File: config.mk
export PLATFORM = sky130hd
export DESIGN_NAME = mesh_flood_duplicate_filter_unit
export DESIGN_NICKNAME = d
export VERILOG_FILES = /design/src/mfdf_pkg.sv /design/src/mfdf_ram.sv /design/src/mesh_flood_duplicate_filter_unit.sv
export VERILOG_INCLUDE_DIRS = /design/src /design/src/src
export SDC_FILE = /design/constraint.sdc
export NUM_CORES = 2
export LEC_CHECK = 0
export BUFFER_PORTS_ARGS = -buffer_cell sky130_fd_sc_hd__buf_4
export CORE_UTILIZATION = 40
export CTS_CLUSTER_SIZE = 40
export DETAILED_ROUTE_END_ITERATION = 6
export PLACE_DENSITY = 0.58
export SETUP_SLACK_MARGIN = 0.5
export SYNTH_ARGS = -nofsm -noshare
export SYNTH_HDL_FRONTEND = slang
export SYNTH_HIERARCHICAL = 1
export SYNTH_SLANG_ARGS = --single-unit
export TNS_END_PERCENT = 100
File: constraint.sdc
create_clock -name aclk -period 12.8 [get_ports aclk]
set_input_delay 0.64 -clock aclk [delete_from_list [all_inputs] [get_ports aclk]]
set_output_delay 0.64 -clock aclk [all_outputs]
set_load 0.01 [all_outputs]
File: src/mesh_flood_duplicate_filter_unit_assert.svh
// Assertion macros for the mesh flood duplicate filter
`ifndef MESH_FLOOD_DUPLICATE_FILTER_UNIT_ASSERT_SVH
`define MESH_FLOOD_DUPLICATE_FILTER_UNIT_ASSERT_SVH

`ifndef SYNTHESIS
`define MFDF_ASSERT_NOW(lbl, ante, cons, msg) \
    lbl: assert property (@(posedge aclk) disable iff (!aresetn) (ante) |-> (cons)) \
        else $error(msg);
`define MFDF_ASSERT_NEXT(lbl, ante, cons, msg) \
    lbl: assert property (@(posedge aclk) disable iff (!aresetn) (ante) |=> (cons)) \
        else $error(msg);
`else
`define MFDF_ASSERT_NOW(lbl, ante, cons, msg)
`define MFDF_ASSERT_NEXT(lbl, ante, cons, msg)
`endif

`endif

File: src/mfdf_pkg.sv
// Package of types and constants for the mesh flood duplicate filter
package mfdf_pkg;

    localparam int ID_W             = 8;
    localparam int SEQ_W            = 8;
    localparam int HOP_W            = 8;
    localparam int SOURCE_COUNT_DEF = 256;
    localparam int PADDR_W          = 4;
    localparam int PDATA_W          = 32;
    localparam int S_TDATA_W        = 32;
    localparam int M_TDATA_W        = 16;

    localparam logic [ID_W-1:0]  BROADCAST_ADDR = 8'd255;
    localparam logic [SEQ_W-1:0] SEQ_RESET      = 8'd255;

    localparam logic [ID_W-1:0]  OWN_ADDRESS_RST    = 8'd0;
    localparam logic [SEQ_W-1:0] WRAP_HIGH_MARK_RST = 8'd200;
    localparam logic [SEQ_W-1:0] WRAP_LOW_MARK_RST  = 8'd50;

    localparam logic [1:0] REG_OWN_ADDRESS    = 2'd0;
    localparam logic [1:0] REG_WRAP_HIGH_MARK = 2'd1;
    localparam logic [1:0] REG_WRAP_LOW_MARK  = 2'd2;

    typedef struct packed {
        logic [ID_W-1:0]  dest_id;
        logic [ID_W-1:0]  source_id;
        logic [SEQ_W-1:0] sequence_number;
        logic [HOP_W-1:0] hop_count;
    } header_t;

    typedef struct packed {
        logic             duplicate;
        logic [HOP_W-1:0] forward_hops;
        logic             forward;
        logic             deliver;
    } result_t;

endpackage

File: src/mfdf_ram.sv
// Generic single-write, single-read RAM with registered read data
module mfdf_ram #(
    parameter int WIDTH = 8,
    parameter int DEPTH = 256
) (
    input  logic                                     aclk,
    input  logic                                     we,
    input  logic [((DEPTH > 1) ? $clog2(DEPTH) : 1)-1:0] waddr,
    input  logic [WIDTH-1:0]                         wdata,
    input  logic                                     re,
    input  logic [((DEPTH > 1) ? $clog2(DEPTH) : 1)-1:0] raddr,
    output logic [WIDTH-1:0]                         rdata
);

    logic [WIDTH-1:0] mem_reg [DEPTH];
    logic [WIDTH-1:0] rdata_reg;

    always_ff @(posedge aclk) begin
        if (we) begin
            mem_reg[waddr] <= wdata;
        end
        if (re) begin
            rdata_reg <= mem_reg[raddr];
        end
    end

    assign rdata = rdata_reg;

endmodule

File: src/mesh_flood_duplicate_filter_unit.sv
// Top level of the mesh flood duplicate filter
// Accepts one frame header per cycle unless the output stalls, and returns one verdict per
// header. A taken header waits in the st1 register until the result register is free; the
// per-source sequence table is a RAM with registered read, read when the header is taken and
// written back when the verdict moves to the result register. A header from the same source
// as the one just ahead of it takes the written value through a bypass, so equal sources may
// follow each other back to back. The table reads as 255 after reset through one valid bit per
// entry, so no clearing pass is needed and headers are taken from the first cycle after reset.
// While own_address is zero the table is left untouched and every verdict is all zeros.
module mesh_flood_duplicate_filter_unit #(
    parameter int SOURCE_COUNT = mfdf_pkg::SOURCE_COUNT_DEF
) (
    input  logic                          aclk,
    input  logic                          aresetn,
    // dest_id[7:0], source_id[15:8], sequence_number[23:16], hop_count[31:24]
    input  logic [mfdf_pkg::S_TDATA_W-1:0] s_axis_tdata,
    input  logic                          s_axis_tvalid,
    output logic                          s_axis_tready,
    // deliver[0], forward[1], forward_hops[9:2], duplicate[10], zero[15:11]
    output logic [mfdf_pkg::M_TDATA_W-1:0] m_axis_tdata,
    output logic                          m_axis_tvalid,
    input  logic                          m_axis_tready,
    input  logic                          psel,
    input  logic                          penable,
    input  logic                          pwrite,
    input  logic [mfdf_pkg::PADDR_W-1:0]   paddr,
    input  logic [mfdf_pkg::PDATA_W-1:0]   pwdata,
    output logic [mfdf_pkg::PDATA_W-1:0]   prdata,
    output logic                          pready
);

    import mfdf_pkg::*;

    `include "mesh_flood_duplicate_filter_unit_assert.svh"

    localparam int ADDR_W = (SOURCE_COUNT > 1) ? $clog2(SOURCE_COUNT) : 1;
    localparam logic [ID_W:0] SRC_LIMIT = (ID_W + 1)'(SOURCE_COUNT);

    logic [ID_W-1:0]  own_address_reg;
    logic [SEQ_W-1:0] wrap_high_mark_reg;
    logic [SEQ_W-1:0] wrap_low_mark_reg;
    logic             cfg_write;

    header_t           s_hdr;
    logic              s_accept;
    logic [ADDR_W-1:0] s_addr;

    header_t           st1_hdr_reg;
    logic              st1_valid_reg;
    logic              st1_in_table_reg;
    logic              st1_bypass_reg;
    logic [SEQ_W-1:0]  st1_bypass_seq_reg;
    logic [ADDR_W-1:0] st1_addr;
    logic              st1_advance;

    logic [SOURCE_COUNT-1:0] valid_reg;
    logic [SEQ_W-1:0]        ram_rdata;
    logic                    wr_en;

    logic [SEQ_W-1:0] stored;
    logic             is_new;
    logic             configured;
    result_t          res_next;
    result_t          res_reg;
    logic             m_valid_reg;

    // Configuration port
    assign pready    = 1'b1;
    assign cfg_write = psel && penable && pwrite && pready;

    always_ff @(posedge aclk) begin
        if (!aresetn) begin
            own_address_reg    <= OWN_ADDRESS_RST;
            wrap_high_mark_reg <= WRAP_HIGH_MARK_RST;
            wrap_low_mark_reg  <= WRAP_LOW_MARK_RST;
        end else if (cfg_write) begin
            case (paddr[3:2])
                REG_OWN_ADDRESS:    own_address_reg    <= pwdata[ID_W-1:0];
                REG_WRAP_HIGH_MARK: wrap_high_mark_reg <= pwdata[SEQ_W-1:0];
                REG_WRAP_LOW_MARK:  wrap_low_mark_reg  <= pwdata[SEQ_W-1:0];
                default: ;
            endcase
        end
    end

    always_comb begin
        case (paddr[3:2])
            REG_OWN_ADDRESS:    prdata = PDATA_W'(own_address_reg);
            REG_WRAP_HIGH_MARK: prdata = PDATA_W'(wrap_high_mark_reg);
            REG_WRAP_LOW_MARK:  prdata = PDATA_W'(wrap_low_mark_reg);
            default:            prdata = '0;
        endcase
    end

    // Input side
    assign s_hdr = header_t'({s_axis_tdata[7:0], s_axis_tdata[15:8],
                              s_axis_tdata[23:16], s_axis_tdata[31:24]});
    assign s_addr        = s_hdr.source_id[ADDR_W-1:0];
    assign st1_advance   = st1_valid_reg && (!m_valid_reg || m_axis_tready);
    assign s_axis_tready = !st1_valid_reg || st1_advance;
    assign s_accept      = s_axis_tvalid && s_axis_tready;
    assign st1_addr      = st1_hdr_reg.source_id[ADDR_W-1:0];

    always_ff @(posedge aclk) begin
        if (!aresetn) begin
            st1_valid_reg <= 1'b0;
        end else if (s_axis_tready) begin
            st1_valid_reg <= s_axis_tvalid;
        end
    end

    always_ff @(posedge aclk) begin
        if (s_accept) begin
            st1_hdr_reg        <= s_hdr;
            st1_in_table_reg   <= {1'b0, s_hdr.source_id} < SRC_LIMIT;
            st1_bypass_reg     <= wr_en && (st1_addr == s_addr);
            st1_bypass_seq_reg <= st1_hdr_reg.sequence_number;
        end
    end

    // Sequence table
    mfdf_ram #(
        .WIDTH (SEQ_W),
        .DEPTH (SOURCE_COUNT)
    ) u_ram (
        .aclk  (aclk),
        .we    (wr_en),
        .waddr (st1_addr),
        .wdata (st1_hdr_reg.sequence_number),
        .re    (s_accept),
        .raddr (s_addr),
        .rdata (ram_rdata)
    );

    always_ff @(posedge aclk) begin
        if (!aresetn) begin
            valid_reg <= '0;
        end else if (wr_en) begin
            valid_reg[st1_addr] <= 1'b1;
        end
    end

    // Verdict
    assign configured = own_address_reg != '0;
    assign wr_en      = st1_advance && configured && st1_in_table_reg;

    always_comb begin
        if (!st1_in_table_reg) begin
            stored = SEQ_RESET;
        end else if (st1_bypass_reg) begin
            stored = st1_bypass_seq_reg;
        end else if (valid_reg[st1_addr]) begin
            stored = ram_rdata;
        end else begin
            stored = SEQ_RESET;
        end
    end

    assign is_new = (st1_hdr_reg.source_id != own_address_reg) &&
                    ((st1_hdr_reg.sequence_number > stored) ||
                     ((stored > wrap_high_mark_reg) &&
                      (st1_hdr_reg.sequence_number < wrap_low_mark_reg)));

    always_comb begin
        res_next = '0;
        if (configured) begin
            res_next.duplicate = !is_new;
            if (is_new) begin
                if (st1_hdr_reg.dest_id == own_address_reg) begin
                    res_next.deliver = 1'b1;
                end else begin
                    res_next.deliver = st1_hdr_reg.dest_id == BROADCAST_ADDR;
                    if (st1_hdr_reg.hop_count > HOP_W'(1)) begin
                        res_next.forward      = 1'b1;
                        res_next.forward_hops = st1_hdr_reg.hop_count - HOP_W'(1);
                    end
                end
            end
        end
    end

    // Output register
    always_ff @(posedge aclk) begin
        if (!aresetn) begin
            m_valid_reg <= 1'b0;
        end else if (!m_valid_reg || m_axis_tready) begin
            m_valid_reg <= st1_valid_reg;
        end
    end

    always_ff @(posedge aclk) begin
        if (st1_advance) begin
            res_reg <= res_next;
        end
    end

    assign m_axis_tvalid = m_valid_reg;
    assign m_axis_tdata  = M_TDATA_W'(res_reg);

    `MFDF_ASSERT_NOW(a_stall_blocks_input,
        st1_valid_reg && m_valid_reg && !m_axis_tready, !s_axis_tready,
        "input taken while pipeline stalled")
    `MFDF_ASSERT_NOW(a_deliver_not_dup,
        m_valid_reg && res_reg.deliver, !res_reg.duplicate,
        "duplicate frame delivered")
    `MFDF_ASSERT_NOW(a_forward_hops,
        m_valid_reg && res_reg.forward, !res_reg.duplicate && (res_reg.forward_hops != '0),
        "bad forward verdict")
    `MFDF_ASSERT_NEXT(a_write_sets_valid,
        wr_en, valid_reg[$past(st1_addr)],
        "table write left entry invalid")

endmodule

==> qor.txt <==
Pre-Repair DR Iteration Count: 5
Nets@finish: 5404
Yosys cell types: 72
CP Capture Type: register
Placed Instances: 8188
Crit path kind: reg2reg
Overflow after GRT: 0
Root buffer cell: clkbuf_16
CP Cell Sequence: buf_12, mux4_2, mux4_2, a211oi_1, a311oi_1, a211oi_2, o31a_1, ha_1, nor2b_1, o21a_1, o21ai_0, a21oi_1, o221a_2, o211ai_1, nor2_1
Min-Delay Path Class: in2reg
Area Growth Syn to Fin: 11.74%
Clk buf depth: 3
# fillers: 20190
Post-Syn Instances: 5214
Sequential-to-total area share from yosys stat: 72.89%
Outcome: finished with violations
Required time of the critical path: 13390 ps
CP max stage cell: a211oi_2
Startpoint Class: register
Post-synthesis area per instance: 18.14 µm²
Largest fanout on the critical path: 99
WHS Path Cells: 3
Yosys top cell area share: 66.92%
Share of cells above drive strength 1: 18.63%
VDD IR max: 0.1482 mV
Period minus WS final: 5940 ps
IO Count: 126
Cell Pwr Density: 150.9 nW/µm²
Worst-margin pin slew: 1569 ps
Initial Util: 40.22%
CTS tree: done
Internal reg-to-reg setup slack: 6860 ps
PortBufs: 69
Unrepaired setup endpoints after global routing: no
Arr. time, crit path: 6530 ps
DR vias: 49550
Via/cell ratio: 5.723
Endpoints failing hold: 0
WL final: 239700 µm
Full die area: 238400 µm²
Routability Congestion: 0.8180
Failing checks: slew limit
Most used cell, CP: mux4_2
H-tree depth: 4
Top delay family on crit path: compound AO/OA/AOI/OAI gates
Number of enable flip-flop cells after synthesis: 2108
Power, Total: 15.95 mW
Synth area leader: edfxtp_1
Max-cap violations: 0
Hold wc startpoint: pwdata[2]
Worst skew pair latency: 890 ps
Drt wl/cell: 27.69 µm
CTS sink count: 2390
Die X: 488.3 µm
Hold Buf Count CTS: 32
Synth top cells by count: 2108 x edfxtp_1, 553 x nor2_1, 509 x mux4_2, 282 x dfxtp_1, 245 x o21a_1
FMAX: 0.1684 GHz
Leak: 32.91 nW
Antenna-violating nets left: 0
Core ar.: 235200 µm²
Die Y: 488.3 µm
Post-synth top flop: edfxtp_1
Residual DRC: 0
# Post-CTS Setup Buffers: 0
Worst hold slack: 77.04 ps
Num CTS Buffers: 232
Clk_skew: 37.53 ps
Buf/Inv on CP: 1
Max-slew headroom: -4.575%
Post_cts resized: 0
Synth async-reset ratio: 0%
Antenna violations before repair: 11
Worst r2r dst: m_axis_tdata[5]
Vias in the first global route: 48870
All-Layer GR Usage: 19.87%
Critical path's largest stage delay: 960 ps
Max Transition Viols Final: 48
Most frequent cell after synthesis: edfxtp_1
Post-route setup TNS: 0 ps
Dpl hpwl: 140300 µm
1st-iter DRT viols: 5080
Critical R2R Launch: st1_addr[0]
Synth Warn #: 6
Finished Cell Area: 105700 µm²
Synth Cell Area: 94590 µm²
Yosys reg bits: 2390
Largest register FFs: 2048
R2r worst-path depth: 15
Area of placed instances: 97990 µm²
Final setup fails: 0
Hold Crit Endpoint: wrap_low_mark_reg[2]
Largest net degree at the start of global routing: 216
FP Rows: 178
Main area contributors after synthesis: edfxtp_1 67%, mux4_2 12%, dfxtp_1 6.0%
Clk pin slew, worst setup/hold paths: 60 ps
First-pass GRT wire length: 343800 µm
Fin cells: 8658
Tcrit/Tclk final: 46.40%
[routing by layer]
| layer | global-route usage, % | wire, µm |
|---|---|---|
| met1 | 27.93 | 102200 |
| met2 | 31.13 | 113200 |
| met3 | 3.916 | 17480 |
| met4 | 6.242 | 6868 |
| met5 | 0 | 8 |
[how the worst max path moves through the flow]
stage               startpoint              end  slack, ps  cells past startpoint
6_report           st1_addr[0]  m_axis_tdata[5]       6860                     15
5_1_grt            st1_addr[0]  m_axis_tdata[2]       6380                     15
4_1_cts            st1_addr[0]  m_axis_tdata[2]       6770                     15
3_5_place_dp       st1_addr[0]  m_axis_tdata[5]       6790                     15
3_3_place_gp       st1_addr[0]  m_axis_tdata[0]       6720                     15
2_1_floorplan  st1_hdr_reg[13]  m_axis_tdata[2]       7450                      8
[where the power goes]
part | switching [mW] | internal (mW)
registers | 0.0119 | 8.50
logic | 0.531 | 0.263
clock network | 2.90 | 3.75
[cell families after synthesis]
group | count (synthesis) | share of synthesized area (%)
buf+inv | 388 | 2.316
xor+xnor | 30 | 0.2778
simple gates | 946 | 4.442
fa+ha+maj | 25 | 0.3307
flops | 2390 | 72.89
compound gates | 748 | 5.705
other cells | 2 | 0.007940
mux | 685 | 14.03
[worst min-delay path, delay by kind of cell]
family / cells / cell delay [ps]
buffers and inverters: 1 / 140
AND/OR/NAND/NOR: 1 / 50
AO/OA/AOI/OAI: 1 / 70
[layout by cell type, fill, tap and decap left out, drive strengths merged, types with 20 or more instances in the layout]
master / n
edfxtp: 2108
nor2: 553
mux4: 511
clkbuf: 293
dfxtp: 282
o21a: 245
mux2i: 163
buf: 157
a22oi: 134
a21oi: 113
clkinv: 113
nand2: 106
nor2b: 77
nand3: 61
o221ai: 47
nor4: 40
o22ai: 37
inv: 34
dlygate4sd3: 32
conb: 30
nor3: 29
o21ai: 29
nand2b: 25
ha: 25
a211oi: 25
nand4: 21
xor2: 20
[metrics by stage]
| stage | worst slack [ps] | util, % |
|---|---|---|
| global placement | 6723 | 41.66 |
| floorplan | 7452 | - |
| detailed placement | 6787 | 41.66 |
| CTS | 6775 | 44.94 |
| global route | 6384 | 44.94 |
| finish | 6860 | 44.94 |
[area by class of cell]
class	count	area (µm²)	area share, %
antenna	5	12.51	0.01184
multi-input combinational	2464	23640	22.37
timing repair buffer	190	1678	1.587
inverter	26	97.59	0.09234
clock inverter	141	1199	1.134
sequential	2390	68950	65.23
tap	3150	3941	3.729
clock buffer	292	6176	5.843
Note: power is estimated with default switching activity, not from simulation.
